`src/sv/pmc_pkg.sv`:
```
// Package with shared types and constants of the path maximum curvature unit.
`default_nettype none
package pmc_pkg;
  localparam int CoordW = 24;
  localparam int CurvW  = 24;
  localparam logic [CurvW-1:0] CurvMax = 24'hFFFFFF;

  // One classified point task handed from the front end to the back end.
  typedef struct packed {
    logic signed [CoordW-1:0] x0;
    logic signed [CoordW-1:0] y0;
    logic signed [CoordW-1:0] x1;
    logic signed [CoordW-1:0] y1;
    logic signed [CoordW-1:0] x2;
    logic signed [CoordW-1:0] y2;
    logic                     do_curv;
    logic                     last;
  } task_t;
endpackage
`default_nettype wire

```
`src/sv/pmc_fifo.sv`:
```
// Two-entry task queue between the front end and the back end.
`default_nettype none
module pmc_fifo (
  input  wire             clk,
  input  wire             rst_n,
  input  wire             wr_valid,
  output logic            wr_ready,
  input  pmc_pkg::task_t  wr_data,
  output logic            rd_valid,
  input  wire             rd_ready,
  output pmc_pkg::task_t  rd_data
);
  pmc_pkg::task_t mem_r [2];
  logic wp_r, rp_r;
  logic [1:0] cnt_r;
  logic wr_en, rd_en;

  assign wr_ready = (cnt_r != 2'd2);
  assign rd_valid = (cnt_r != 2'd0);
  assign rd_data  = mem_r[rp_r];
  assign wr_en = wr_valid && wr_ready;
  assign rd_en = rd_valid && rd_ready;

  always_ff @(posedge clk) begin
    if (wr_en) mem_r[wp_r] <= wr_data;
  end
  always_ff @(posedge clk) begin
    if (!rst_n) begin
      wp_r <= 1'b0; rp_r <= 1'b0; cnt_r <= 2'd0;
    end else begin
      if (wr_en) wp_r <= ~wp_r;
      if (rd_en) rp_r <= ~rp_r;
      if (wr_en && !rd_en) cnt_r <= cnt_r + 2'd1;
      else if (rd_en && !wr_en) cnt_r <= cnt_r - 2'd1;
    end
  end
endmodule
`default_nettype wire

```
`config.mk`:
```
export PLATFORM = sky130hd
export DESIGN_NAME = pmc_fifo
export DESIGN_NICKNAME = d
export VERILOG_FILES = /design/src/sv/pmc_pkg.sv /design/src/sv/pmc_fifo.sv
export SDC_FILE = /design/constraint.sdc
export NUM_CORES = 1
export LEC_CHECK = 0
export BUFFER_PORTS_ARGS = -buffer_cell sky130_fd_sc_hd__buf_2
export CORE_MARGIN = 2
export CORE_UTILIZATION = 56
export DETAILED_ROUTE_END_ITERATION = 8
export PLACE_DENSITY = 0.89
export SYNTH_ARGS = -nofsm -noshare
export SYNTH_HDL_FRONTEND = slang
export SYNTH_SLANG_ARGS = --single-unit
```
`constraint.sdc`:
```
create_clock -name clk -period 12.25 [get_ports clk]
set_input_delay 2.45 -clock clk [delete_from_list [all_inputs] [get_ports clk]]
set_output_delay 2.45 -clock clk [all_outputs]
set_load 0.02 [all_outputs]
```
==> flow_summary.json, run 1 <==
{
  "place.gp.congestion": 0.766,
  "hold_violations": 0,
  "die_area_sq_um": 20400,
  "synth-edff-count": 292,
  "pwr-share-comb_pct": 24.9,
  "fin_ws_ns": 6.76,
  "synthTopCellsByCount": "edfxtp_1, mux2_2, buf_6",
  "rows": 50,
  "synth_top_family_by_area": "multiplexers",
  "cts_sinks": 297,
  "vias": 5505,
  "drc_errors": 0,
  "wl_per_cell_um": 18.7,
  "grt_pass1_wl_um": 28700,
  "min_path_type": "register to register",
  "max_stage_delay_ns": 0.94,
  "final_cells": 1074,
  "synth-xor-area-share_pct": 0.243,
  "seq_area_frac_synth_pct": 82.0,
  "final_layout_size_suffix_gt1_share_pct": 60.5,
  "status": "finished clean",
  "crit_path_end_kind": "output pin",
  "ctsResizeCount": 0,
  "p_int_mw": 2.09,
  "fill_cells": 1147,
  "pwr_density_cell_nw_per_um2": 217,
  "ctsHoldBuffers": 0,
  "core_sq_um": 18800,
  "reg2reg_depth": 3,
  "criticalPathCategory": "register to output pin",
  "synth_fa_ha_area_share_pct": 0.116,
  "ys_seq_elements": 297,
  "synth.avg_cell_area_sq_um": 22.6,
  "worstMarginPinSlew_ns": 1.08,
  "fin_area_sq_um": 13400,
  "first_pass_iters": 4,
  "timing.rr.start": "cnt_r[0]",
  "cts_root_buf": "clkbuf_16",
  "yosys.area_share.simple_pct": 0.602,
  "ys_warn_count": 0,
  "min_from": "cnt_r[1]",
  "grt_pass1_vias": 5555,
  "start_util_pct": 57.4,
  "synth_area_sq_um": 10800,
  "power_frac_seq_pct": 45.8,
  "grt_use_total_pct": 18.5,
  "crit_chain": "buf_4 > mux2_2 > buf_2",
  "clockBufferDepth": 3,
  "async_flop_share_pct": 0,
  "io_buffers": 297,
  "finalSetupViolCount": 0,
  "power_leakage_nw": 5.00,
  "insertion_delay_ns": 0.53,
  "synth_nets": 629,
  "io_pins": 298,
  "overflow": 0,
  "clock_skew_ns": 0.0169,
  "synthFlopType": "edfxtp_1",
  "cp_slowest_cell": "dfxtp_4",
  "grt_max_degree": 81,
  "holdPathStages": 2,
  "drtIter0Drc": 261,
  "crit_fanout": 77,
  "rrSetupSlack_ns": 9.39,
  "required_ns": 9.80,
  "cts_buffers": 28,
  "worst_r2r_endpoint": "mem_r[1][54]",
  "slew_viol_final": 0,
  "power_frac_clock_pct": 29.4,
  "cts_setup_buffers": 0,
  "ys_top_cells_by_area": "edfxtp_1, mux2_2, buf_6, dfxtp_1, buf_4",
  "die_w_um": 143,
  "netlist-cell-type-count": 21,
  "start_kind": "register",
  "synthMuxAreaShare_pct": 15.2,
  "whs_ns": 0.567,
  "maxCapViolCount": 0,
  "yosysMostFrequentCell": "edfxtp_1",
  "drt-total-wl_um": 20000,
  "ir_worst_vdd_mv": 0.155,
  "max_slew_margin_pct": 28.1,
  "yosysTopAreaCellShare_pct": 81.1,
  "place_area_sq_um": 12500,
  "antenna_found_initial": 2,
  "worstPathArrival_ns": 3.04,
  "fmax_mhz": 182,
  "syn-instance-count": 478,
  "yosysTopAreaCell": "edfxtp_1",
  "swShare_pct": 28.4,
  "layout_worst_path_cycle_share_pct": 44.8,
  "final.min_clock_period_ns": 5.49,
  "fin_nets": 943,
  "post_drt_via_cell_ratio": 5.13,
  "whs_endpoint": "cnt_r[1]",
  "cts_tree": "built",
  "path_clk_slew_ns": 0.06,
  "synth_compound_area_share_pct": 0.324,
  "dp.cells": 1022,
  "htree_levels": 1,
  "rsz0062_at_grt": "no",
  "place_ws_ns": 7.26,
  "p_switching_uw": 828,
  "detail-route-antenna-nets": 0,
  "area_growth_pct": 24.3,
  "fp.dieH_um": 143,
  "finalSetupTns_ns": 0,
  "dp_hpwl_um": 13100
}
==> through the flow <==
step	total power [mW]	util (%)
final	2.91	71.3
after global routing	3.02	71.3
after CTS	2.94	71.3
after detailed placement	2.09	66.4
after global placement	2.07	66.4
after floorplan	1.88	-
==> power by group through the flow <==
| stage | sequential [mW] | clock, mW | combinational (mW) |
|---|---|---|---|
| after floorplan | 1.33 | 0 | 0.550 |
| after global placement | 1.35 | 0 | 0.720 |
| after detailed placement | 1.36 | 0 | 0.729 |
| after CTS | 1.34 | 0.874 | 0.734 |
| after global routing | 1.35 | 0.906 | 0.770 |
| final | 1.33 | 0.856 | 0.725 |
==> how the worst max path moves through the flow <==
stage,slack (ns),to,startpoint
floorplan,5.87,mem_r[1][0],wr_valid
global placement,7.24,rd_data[0],register
detailed placement,7.26,rd_data[0],register
CTS,6.69,rd_data[0],register
global route,6.57,rd_data[124],register
finish,6.76,rd_data[124],register
==> cell usage in the layout, fill, tap and decap left out, drive strengths merged, types with 2 or more instances in the layout <==
master / n
diode: 2
clkbuf: 42
and2: 4
edfxtp: 292
xnor2: 2
dfxtp: 5
clkinv: 5
buf: 300
a21boi: 2
mux2: 146
bufinv: 3
o21ai: 2
==> area by class of cell <==
cell class	instances	area, sq um	share of cell area [%]
flip-flops and latches	297	8870	66.0
multi-input cells	164	1790	13.3
repair buffers	300	1510	11.2
well taps	260	325	2.42
clock inverters	8	113	0.838
clock buffers	42	815	6.06
diodes	2	5.00	0.0373
inverters	1	8.76	0.0652
==> cell families (layout without fill, tap and decap cells) <==
logic type               count (synthesis)  count (layout)
adder cells (fa/ha/maj)                  1               1
flip-flops                             297             297
AND/OR/NAND/NOR                          9               9
XOR/XNOR                                 3               3
AO/OA/AOI/OAI                            5               5
multiplexers                           146             146
other                                    0               2
buffers and inverters                   17             351
==> worst max-delay path: cells and delay by family (launching register included) <==
kind | cells | cell delay [ns]
buffers and inverters | 2 | 1.01
DFF | 1 | 0.94
muxes | 1 | 0.43
==> state kept, by name (all words and copies together), names as in the netlist, named ones only <==
signal	flops
cnt_r	2
mem_r	292
rp_r	1
wp_r	1
==> per-layer routing <==
metal	track usage, %	vias to the layer above	part of all wire (%)
li1	-	2536	-
met1	20.7	2689	37
met2	32.6	245	51
met3	6.57	35	9.3
met4	6.57	0	2.6
met5	0	-	0
Power figures use the tool's default switching activity.
==> inputs of run 2 (changes only) <==
CORE_UTILIZATION = 47   (was 56)
PLACE_DENSITY = 0.8   (was 0.89)
clock period = 5 ns   (was 12.25 ns; I/O delays follow)
==> run 2 against run 1 <==
Compared with the run above:
- setup slack got worse by 5.0 ns
- clock skew shrank 0.0095 ns
- cell area is 1.2% higher
- die area up 19%
- largest cell class unchanged
- largest power group unchanged
- highest routed layer unchanged
==> flow_summary.json, run 2 (synthesis results as in run 1) <==
{
  "status": "finished clean",
  "htree_levels": 1,
  "required_ns": 4.00,
  "die_w_um": 156,
  "final_cells": 1103,
  "start_util_pct": 47.7,
  "grt_pass1_vias": 5637,
  "clock_skew_ns": 0.00737,
  "power_leakage_nw": 5.06,
  "drtIter0Drc": 323,
  "multi_input_area_sq_um": 1790,
  "ir_worst_vdd_mv": 0.400,
  "fin_total_pwr_mw": 7.34,
  "rsz0062_at_grt": "no",
  "finalSetupTns_ns": 0,
  "fin_nets": 946,
  "reg.largest.list": "mem_r x292, cnt_r x2",
  "antenna_found_initial": 1,
  "hold_violations": 0,
  "max_slew_margin_pct": 41.4,
  "insertion_delay_ns": 0.53,
  "area_growth_pct": 25.8,
  "drc_errors": 0,
  "criticalPathCategory": "register to output pin",
  "cts_sinks": 297,
  "crit_path_end_kind": "output pin",
  "grt_use_total_pct": 15.7,
  "ctsResizeCount": 0,
  "grt_max_degree": 89,
  "dp.cells": 1049,
  "rrSetupSlack_ns": 2.83,
  "cp_slowest_cell": "buf_4",
  "final.min_clock_period_ns": 3.24,
  "die_area_sq_um": 24200,
  "max_stage_delay_ns": 0.62,
  "layout_commonest_cell": "buf_2",
  "core_sq_um": 22600,
  "first_pass_iters": 5,
  "cts_root_buf": "clkbuf_16",
  "ctsHoldBuffers": 0,
  "maxCapViolCount": 0,
  "rows": 55,
  "place.gp.congestion": 0.760,
  "reg2reg_depth": 4,
  "final-seq-area_sq_um": 8870,
  "overflow": 0,
  "dp_hpwl_um": 13100,
  "io_buffers": 297,
  "path_clk_slew_ns": 0.06,
  "cts_tree": "built",
  "cp.buffers_inverters": 2,
  "worstPathArrival_ns": 2.24,
  "cts_buffers": 29,
  "grt_pass1_wl_um": 29500,
  "slew_viol_final": 0,
  "finalSetupViolCount": 0,
  "whs_ns": 0.560,
  "cts_setup_buffers": 0,
  "pwr_density_cell_nw_per_um2": 539,
  "largest_reg_flops": 292,
  "worst_r2r_endpoint": "mem_r[0][83]",
  "timing.rr.start": "cnt_r[0]",
  "io_pins": 298,
  "min_path_type": "register to register",
  "worstMarginPinSlew_ns": 0.878,
  "drt-total-wl_um": 20200,
  "endpoint": "rd_data[70]",
  "path_delay_family": "buffers and inverters",
  "detail-route-antenna-nets": 0,
  "start_kind": "register",
  "layout_worst_path_cycle_share_pct": 64.8,
  "fill_cells": 1656,
  "worst-path-stages": 3,
  "post_drt_via_cell_ratio": 4.98,
  "largest_register": "mem_r",
  "clockBufferDepth": 3,
  "crit_chain": "buf_4 > mux2_2 > buf_2",
  "fmax_mhz": 308,
  "fp.dieH_um": 156,
  "layout_common_cells": "buf_2, edfxtp_1, mux2_2, clkbuf_16, bufinv_16",
  "crit_fanout": 58,
  "wl_per_cell_um": 18.3,
  "vias": 5493,
  "final_layout_size_suffix_gt1_share_pct": 60.8
}
## run 2: cell count changes in the layout (fill, tap and decap cells not counted), sizes merged
cell and change:
diode -1, clkinvlp +1, clkbuf -9, bufinv +4
buf +2, clkinv +7
## run 2: worst min path at each step
stage,endpoint,from,cells after the start,slack [ns]
after floorplan,cnt_r[1],cnt_r[1],2,0.51
after CTS,cnt_r[1],cnt_r[1],2,0.56
after global routing,cnt_r[1],cnt_r[1],2,0.58
final,cnt_r[1],cnt_r[1],2,0.56
after global placement,cnt_r[1],cnt_r[1],2,0.53
after detailed placement,cnt_r[1],cnt_r[1],2,0.55
## run 2: worst min-delay path: cells and delay by family (launching register included)
| kind | cells | cell delay, ns |
|---|---|---|
| AO/OA/AOI/OAI | 2 | 0.15 |
| flip-flops | 1 | 0.36 |
## run 2: area by class of cell
cell class,count,share of cell area [%]
timing repair buffer,302,11.5
inverter,1,0.0644
antenna,1,0.0184
sequential,297,65.2
clock buffer,33,5.45
tap,285,2.62
multi-input combinational,164,13.1
clock inverter,20,1.99
## run 2: through the flow
stage / area, sq um / util [%] / worst slack [ns]
5_1_grt: 13600 / 60.1 / 1.65
6_report: 13600 / 60.1 / 1.76
3_3_place_gp: 12600 / 55.6 / 2.29
3_5_place_dp: 12600 / 55.6 / 2.25
4_1_cts: 13600 / 60.1 / 1.72
2_1_floorplan: 10800 / - / 0.0739
## run 2: layer usage
layer  track usage (%)  wire length [um]
met5                 0                 0
met4              5.85               721
met3              5.19              1730
met2              27.0             10000
met1              18.4              7700
## run 2: power by group
group | switching [mW] | internal (mW)
Combinational | 1.12 | 0.737
Sequential | 0.0873 | 3.11
Clock | 0.867 | 1.42
