$ cat src/sv/pmc_pkg.sv
// Package with shared types and constants of the path maximum curvature unit.
`default_nettype none
package pmc_pkg;
  localparam int CoordW = 24;
  localparam int CurvW  = 24;
  localparam logic [CurvW-1:0] CurvMax = 24'hFFFFFF;

  // One classified point task handed from the front end to the back end.
  typedef struct packed {
    logic signed [CoordW-1:0] x0;
    logic signed [CoordW-1:0] y0;
    logic signed [CoordW-1:0] x1;
    logic signed [CoordW-1:0] y1;
    logic signed [CoordW-1:0] x2;
    logic signed [CoordW-1:0] y2;
    logic                     do_curv;
    logic                     last;
  } task_t;
endpackage
`default_nettype wire

$ cat src/sv/pmc_front.sv
// Front end: accepts points, keeps the point history and issues tasks.
`default_nettype none
module pmc_front (
  input  wire                       clk,
  input  wire                       rst_n,
  input  wire                       in_valid,
  output logic                      in_ready,
  input  wire [pmc_pkg::CoordW-1:0] in_x,
  input  wire [pmc_pkg::CoordW-1:0] in_y,
  input  wire                       in_last,
  output logic                      task_valid,
  input  wire                       task_ready,
  output pmc_pkg::task_t            task_data
);
  logic [pmc_pkg::CoordW-1:0] ox_r, oy_r, nx_r, ny_r;
  logic [1:0] seen_r;

  assign in_ready   = task_ready;
  assign task_valid = in_valid;
  always_comb begin
    task_data.x0 = ox_r;
    task_data.y0 = oy_r;
    task_data.x1 = nx_r;
    task_data.y1 = ny_r;
    task_data.x2 = in_x;
    task_data.y2 = in_y;
    task_data.do_curv = (seen_r == 2'd2);
    task_data.last = in_last;
  end

  always_ff @(posedge clk) begin
    if (!rst_n) begin
      seen_r <= 2'd0;
      ox_r <= '0; oy_r <= '0; nx_r <= '0; ny_r <= '0;
    end else if (in_valid && in_ready) begin
      if (in_last) begin
        seen_r <= 2'd0;
        ox_r <= '0; oy_r <= '0; nx_r <= '0; ny_r <= '0;
      end else begin
        ox_r <= nx_r; oy_r <= ny_r; nx_r <= in_x; ny_r <= in_y;
        if (seen_r != 2'd2) seen_r <= seen_r + 2'd1;
      end
    end
  end
endmodule
`default_nettype wire

$ cat config.mk
export PLATFORM = sky130hd
export DESIGN_NAME = pmc_front
export DESIGN_NICKNAME = d
export VERILOG_FILES = /design/src/sv/pmc_pkg.sv /design/src/sv/pmc_front.sv
export SDC_FILE = /design/constraint.sdc
export NUM_CORES = 1
export LEC_CHECK = 0
export BUFFER_PORTS_ARGS = -buffer_cell sky130_fd_sc_hd__buf_2
export CAP_MARGIN = 20
export CELL_PAD_IN_SITES_DETAIL_PLACEMENT = 2
export CELL_PAD_IN_SITES_GLOBAL_PLACEMENT = 2
export CORE_AREA = 4 4 134 136
export CTS_BUF_LIST = sky130_fd_sc_hd__clkbuf_2 sky130_fd_sc_hd__clkbuf_4 sky130_fd_sc_hd__clkbuf_8
export DETAILED_ROUTE_END_ITERATION = 12
export DIE_AREA = 0 0 138 140
export PLACE_DENSITY_LB_ADDON = 0.25
export RECOVER_POWER = 100
export SLEW_MARGIN = 20
export SYNTH_ARGS = -nofsm -noshare
export SYNTH_HDL_FRONTEND = slang
export SYNTH_SLANG_ARGS = --single-unit
$ cat constraint.sdc
create_clock -name clk -period 1.4 [get_ports clk]
set_input_delay 0.14 -clock clk [delete_from_list [all_inputs] [get_ports clk]]
set_output_delay 0.14 -clock clk [all_outputs]
set_load 0.005 [all_outputs]
==> reports/metrics.cfg, run 1 <==
[worst_setup_path]
reg2reg_from = seen_r[0]
path_cells = inv_1, ha_1, or4_4, a21boi_2
worstReg2RegEnd = seen_r[1]
critical-path-max-stage-delay_ps = 510
r2r_setup_slack_ps = 60
crit_family = simple AND/OR/NAND/NOR gates
endpoint_kind = register
crit_slowest_cell = or4_4
crit_required_ps = 1700
worst-path-buf-inv = 1
critical_path_class = reg2reg
start_kind = register
r2r_cells = 4
critical_path.max_fanout = 3
cp.arrival_ps = 1650

[power]
p_int_mw = 3.929
powerDensity_nw_per_um2 = 1002
p_leak_nw = 1.817
ir_drop_v = 0.0004920
p_seq_share_pct = 54.5
switching_power_mw = 1.342
power.share.clock_pct = 35.3
power.total_mw = 5.271
switching_share_pct = 25.46
comb_power_share_pct = 10.2

[synthesis]
netlist_instances = 489
synth_top_family_by_area = simple AND/OR/NAND/NOR gates
syn_area_per_cell_um2 = 9.099
synth_edf_count = 0
synthArstFlopShare_pct = 0
synth_area_leaders = dfxtp_1 44%, nand3b_1 16%, buf_4 9.6%
synth-simple-area-share_pct = 25.06
synth_mux_area_share_pct = 0
yosysSeqAreaShare_pct = 44.09
synthesis.area_um2 = 4449
ys.warnings.count = 0
synth_commonest_cells = 98 x dfxtp_1, 96 x nand2_1, 96 x nand3b_1
synth.distinct_cells = 17
ys.flop_type = dfxtp_1
yosys.area.top_type = dfxtp_1
yosysMostFrequentCell = dfxtp_1
synth-xor-area-share_pct = 0
synth_compound_area_share_pct = 16.76
syn_nets = 543
synth-seq-cells = 98
synthAdderAreaFrac_pct = 0.2812
synth_top_cell_area_share_pct = 44.09

[drt]
drt-wirelength-per-cell_um = 16.09
via_per_inst = 4.558
drtAntennaViolNets = 0
vias = 3861
drt_iter0_drc = 111
drt_first_pass_iters = 4
drc_errors = 0
wl_um = 13630

[sta]
fin_crit_ps = 1343
worst_pin_slew_ps = 559.3
fin_tns_setup_ps = 0
drv_slew = 0
finalSetupViolCount = 0
clock.fmax_ghz = 0.7448
hold_viol_final = 0
min_period_over_period_pct = 95.90
finalClockSkew_ps = 11.36
rsz0062_at_grt = false
maxSlewHeadroom_pct = 62.71

[grt]
first_global_vias = 4222
globalRoute.totalOverflow = 0
grt_pass1_wl_um = 22090
antenna_found_initial = 0
grt.total_usage_pct = 13.81
grt_start_max_net_pins = 99

[clock_tree]
clk_latency_ps = 370
cts_max_level = 3
cts_setup_buffers = 0
clk_pin_slew_ps = 90
cts_tree = yes
holdBufCountCts = 0
clock-sinks = 98
cts_resized = 0
cts_buffer_depth = 2
cts_made_buffers = 9
clock-root-buffer = clkbuf_8

[hold_path]
hold_end = nx_r[21]
whs_path_depth = 3
min-delay-start = in_x[21]
hold_class = in2reg

[layout]
post-route-util_pct = 31.07
areaGrowthSynthToFinish_pct = 18.25
antenna_cells = 0
final_cells = 847
drive_above_1_share_pct = 18.65
fin_nets = 671
final_cell_area_um2 = 5261

[place]
hpwl_um = 9557
place_inst = 831
io_buffer_count = 200
placed_cell_area_um2 = 5246
gp_congestion = 0.7179

[die]
num_io_pins = 201
start_util_pct = 26.27
die-area_um2 = 19320
core_um2 = 16940
rows = 48
die_h_um = 140
die_x_um = 138

[job]
maxCapViolations = 0

[status]
outcome = complete, no violations

## stage by stage
step,hold slack [ps],setup slack [ps]
after floorplan,310.1,102.8
after global placement,427.3,71.77
after detailed placement,436.7,30.62
after CTS,19.45,4.941
after global routing,23.13,2.334
final,32.94,57.41
## worst max-delay path by stage
stage                    from        end  depth (start not counted)
global placement    seen_r[0]  seen_r[1]                          4
detailed placement  seen_r[0]  seen_r[1]                          4
global route        seen_r[0]  seen_r[1]                          4
floorplan           seen_r[0]  seen_r[1]                          4
CTS                 seen_r[0]  seen_r[1]                          4
finish              seen_r[0]  seen_r[1]                          4
## flip-flops by register name, summed over array words and instances, names as in the netlist
| register | cells |
|---|---|
| nx_r | 24 |
| ny_r | 24 |
| oy_r | 24 |
| seen_r | 2 |
| ox_r | 24 |
## layout make-up
type                       instances  area [um2]
sequential                        98        1963
fill                            2030       11670
multi-input combinational        298        1883
tap                              225       281.5
clock inverter                     5       55.05
clock buffer                      11       138.9
timing repair buffer             209       935.9
inverter                           1       3.754
## layout by cell type, fill, tap and decap left out, types with 3 or more instances in the layout
cell type,Yosys,routed
dfxtp_1,98,97
buf_4,57,4
clkbuf_4,0,5
clkbuf_1,22,112
a21boi_1,42,3
clkbuf_8,0,9
a21boi_0,56,94
nand3b_1,96,96
nand2_1,96,96
buf_2,8,86
## power by group through the flow
stage | clock [mW] | combinational [mW] | sequential, mW
3_3_place_gp | 0 | 0.589 | 2.94
3_5_place_dp | 0 | 0.599 | 2.94
6_report | 1.86 | 0.537 | 2.87
4_1_cts | 1.99 | 0.601 | 2.87
2_1_floorplan | 0 | 0.390 | 2.94
5_1_grt | 2.09 | 0.601 | 2.88
## kinds of logic (layout without fill, tap and decap cells)
group | count (synthesis) | in the layout
adders and majority gates | 1 | 1
AOI/OAI and AO/OA | 100 | 100
and+or+nand+nor | 197 | 197
DFF | 98 | 98
buffers and inverters | 93 | 226
## worst register-to-register path, stage by stage (launching register included)
cell and delay (ps):
dfxtp_2 340, inv_1 40, ha_1 280, or4_4 510, a21boi_2 120
## layer usage
layer  GRT usage, %  up-vias  part of all wire [%]
met4          3.432        0                  0.96
met2          25.95      106                    52
met1          15.36     1906                    41
met3          3.858        8                   5.8
li1               -     1841                     -
met5              0        -                     0
Power figures use the tool's default switching activity.
==> run 2, diff against run 1 <==
CELL_PAD_IN_SITES_DETAIL_PLACEMENT = 1   (was 2)
==> reports/metrics.cfg, run 2 (synthesized netlist as in run 1, its figures left out) <==
[layout]
regArea_um2 = 1963  ; unchanged
fin_nets = 671  ; unchanged
multi_input_area_um2 = 1887  ; +0.20%
mostFrequentLayoutCell = clkbuf_1
fill_cells = 2083  ; +2.6%
final_cells = 846  ; -0.12%
areaGrowthSynthToFinish_pct = 19.77
antenna_cells = 0  ; unchanged
final_cell_mix = 108 x clkbuf_1, 97 x dfxtp_1, 96 x nand2_1, 96 x nand3b_1, 92 x a21boi_0
drive_above_1_share_pct = 19.16  ; +0.51 points
final_cell_area_um2 = 5329  ; +1.3%

[power]
comb_power_share_pct = 9.6  ; -0.6 points
p_int_mw = 4.296  ; +9.4%
switching_power_mw = 1.317  ; -1.8%
power.total_mw = 5.614  ; +6.5%
p_seq_share_pct = 51.2  ; -3.3 points
p_leak_nw = 1.858  ; +2.3%
ir_drop_v = 0.0005279  ; +7.3%
powerDensity_nw_per_um2 = 1053  ; +5.2%
power.share.clock_pct = 39.2  ; +3.9 points
switching_share_pct = 23.47  ; -2.0 points

[die]
rows = 48  ; unchanged
num_io_pins = 201  ; unchanged
core_um2 = 16940  ; unchanged
die-area_um2 = 19320  ; unchanged
start_util_pct = 26.27  ; unchanged
die_h_um = 140  ; unchanged
die_x_um = 138  ; unchanged

[drt]
drc_errors = 0  ; unchanged
vias = 3775  ; -2.2%
via_per_inst = 4.462  ; -2.1%
wl_um = 12770  ; -6.3%
drt_iter0_drc = 146  ; +32%
drt_first_pass_iters = 4  ; unchanged
drt-wirelength-per-cell_um = 15.09  ; -6.2%
drtAntennaViolNets = 0  ; unchanged

[grt]
grt.total_usage_pct = 12.93  ; -0.88 points
antenna_found_initial = 0  ; unchanged
first_global_vias = 3945  ; -6.6%
globalRoute.totalOverflow = 0  ; unchanged
grt_pass1_wl_um = 20730  ; -6.2%
grt_start_max_net_pins = 99  ; unchanged

[hold_path]
hold_class = in2reg

[status]
outcome = complete, no violations

[sta]
clock.fmax_ghz = 0.7413  ; -0.47%
hold_viol_final = 0  ; unchanged
finalClockSkew_ps = 11.22  ; -0.1455 ps
rsz0062_at_grt = false
maxSlewHeadroom_pct = 64.62  ; +1.9 points
finalSetupViolCount = 0  ; unchanged
drv_slew = 0  ; unchanged
fin_tns_setup_ps = 0  ; unchanged
fin_crit_ps = 1349  ; +6.404 ps
min_period_over_period_pct = 96.36  ; +0.46 points
worst_pin_slew_ps = 530.7  ; -28.59 ps

[clock_tree]
clk_pin_slew_ps = 100  ; about the same
cts_made_buffers = 9  ; unchanged
cts_max_level = 3  ; unchanged
clk_latency_ps = 360  ; about the same
holdBufCountCts = 0  ; unchanged
cts_buffer_depth = 2  ; unchanged
clock-sinks = 98  ; unchanged
cts_tree = yes
clock-root-buffer = clkbuf_8

[worst_setup_path]
cp.arrival_ps = 1650  ; about the same
critical_path.max_fanout = 3  ; unchanged
path_cells = inv_1, ha_1, or4_4, a21boi_2
start_kind = register
critical-path-max-stage-delay_ps = 510  ; about the same
crit_slowest_cell = or4_4
endpoint_kind = register
crit_required_ps = 1700  ; about the same
critical_path_class = reg2reg

[place]
placed_cell_area_um2 = 5246  ; unchanged
gp_congestion = 0.7179  ; unchanged
hpwl_um = 8770  ; -8.2%
place_inst = 831  ; unchanged
io_buffer_count = 200  ; unchanged

[job]
maxCapViolations = 0  ; unchanged

==> run 2: changes by cell type in the layout (fill, tap and decap cells not counted), moves of 2 or more <==
| cell | change |
|---|---|
| clkbuf_1 | -4 |
| buf_2 | +3 |
| clkbuf_4 | -3 |
| a21boi_0 | -2 |
| a21boi_1 | +2 |
| bufinv_16 | +2 |
==> run 2: metrics by stage <==
| step | utilization, % | worst slack, ps | hold slack [ps] |
|---|---|---|---|
| detailed placement | 30.98 | 12.19 | 436.1 |
| finish | 31.46 | 51.01 | 40.70 |
| global route | 31.46 | 1.726 | 27.47 |
| floorplan | - | 102.8 | 310.1 |
| global placement | 30.98 | 71.77 | 427.3 |
| CTS | 32.40 | 15.18 | 11.77 |
==> run 2: path summary, 6_finish.rpt <==
path | startpoint | endpoint | cells past startpoint | slack (ps)
worst max-delay path | seen_r[0] | seen_r[1] | 4 | 50
worst max register to register | seen_r[0] | seen_r[1] | 4 | 50
worst min-delay path | in_x[14] | nx_r[14] | 3 | 40
worst min register to register | oy_r[0] | oy_r[0] | 2 | 460
==> run 2: power groups by stage <==
stage	sequential [mW]	combinational, mW	clock, mW
floorplan	2.94	0.390	0
global placement	2.94	0.589	0
detailed placement	2.94	0.592	0
CTS	2.87	0.594	2.34
global route	2.88	0.605	2.43
finish	2.87	0.540	2.20
==> run 2: layout make-up <==
| type | instances | share of cell area, % |
|---|---|---|
| repair buffers | 209 | 17.89 |
| multi-input cells | 298 | 35.41 |
| clock buffers | 10 | 2.583 |
| flip-flops and latches | 98 | 36.84 |
| inverters | 1 | 0.07044 |
| well taps | 225 | 5.283 |
| clock inverters | 5 | 1.925 |
==> run 2: critical path, delay by kind of cell (launching register included) <==
kind | cells | cell delay, ps
adder cells (fa/ha/maj) | 1 | 280
flip-flops | 1 | 340
AND/OR/NAND/NOR | 1 | 510
AO/OA/AOI/OAI | 1 | 120
buffers and inverters | 1 | 40
==> run 2: routing by layer <==
| layer | global-route usage [%] | vias to the layer above | routed length (um) |
|---|---|---|---|
| met5 | 0 | - | 0 |
| met4 | 5.304 | 0 | 267 |
| met3 | 3.312 | 15 | 700 |
| met2 | 22.07 | 109 | 6264 |
| met1 | 15.54 | 1805 | 5534 |
| li1 | - | 1846 | - |
==> run 2: what timing repair did <==
| action | in CTS | in global routing |
|---|---|---|
| pin swaps | 0 | 1 |
| buffers inserted | 0 | 0 |
| gates resized for setup | 1 | 2 |
| endpoints found under the setup margin | 1 | 1 |
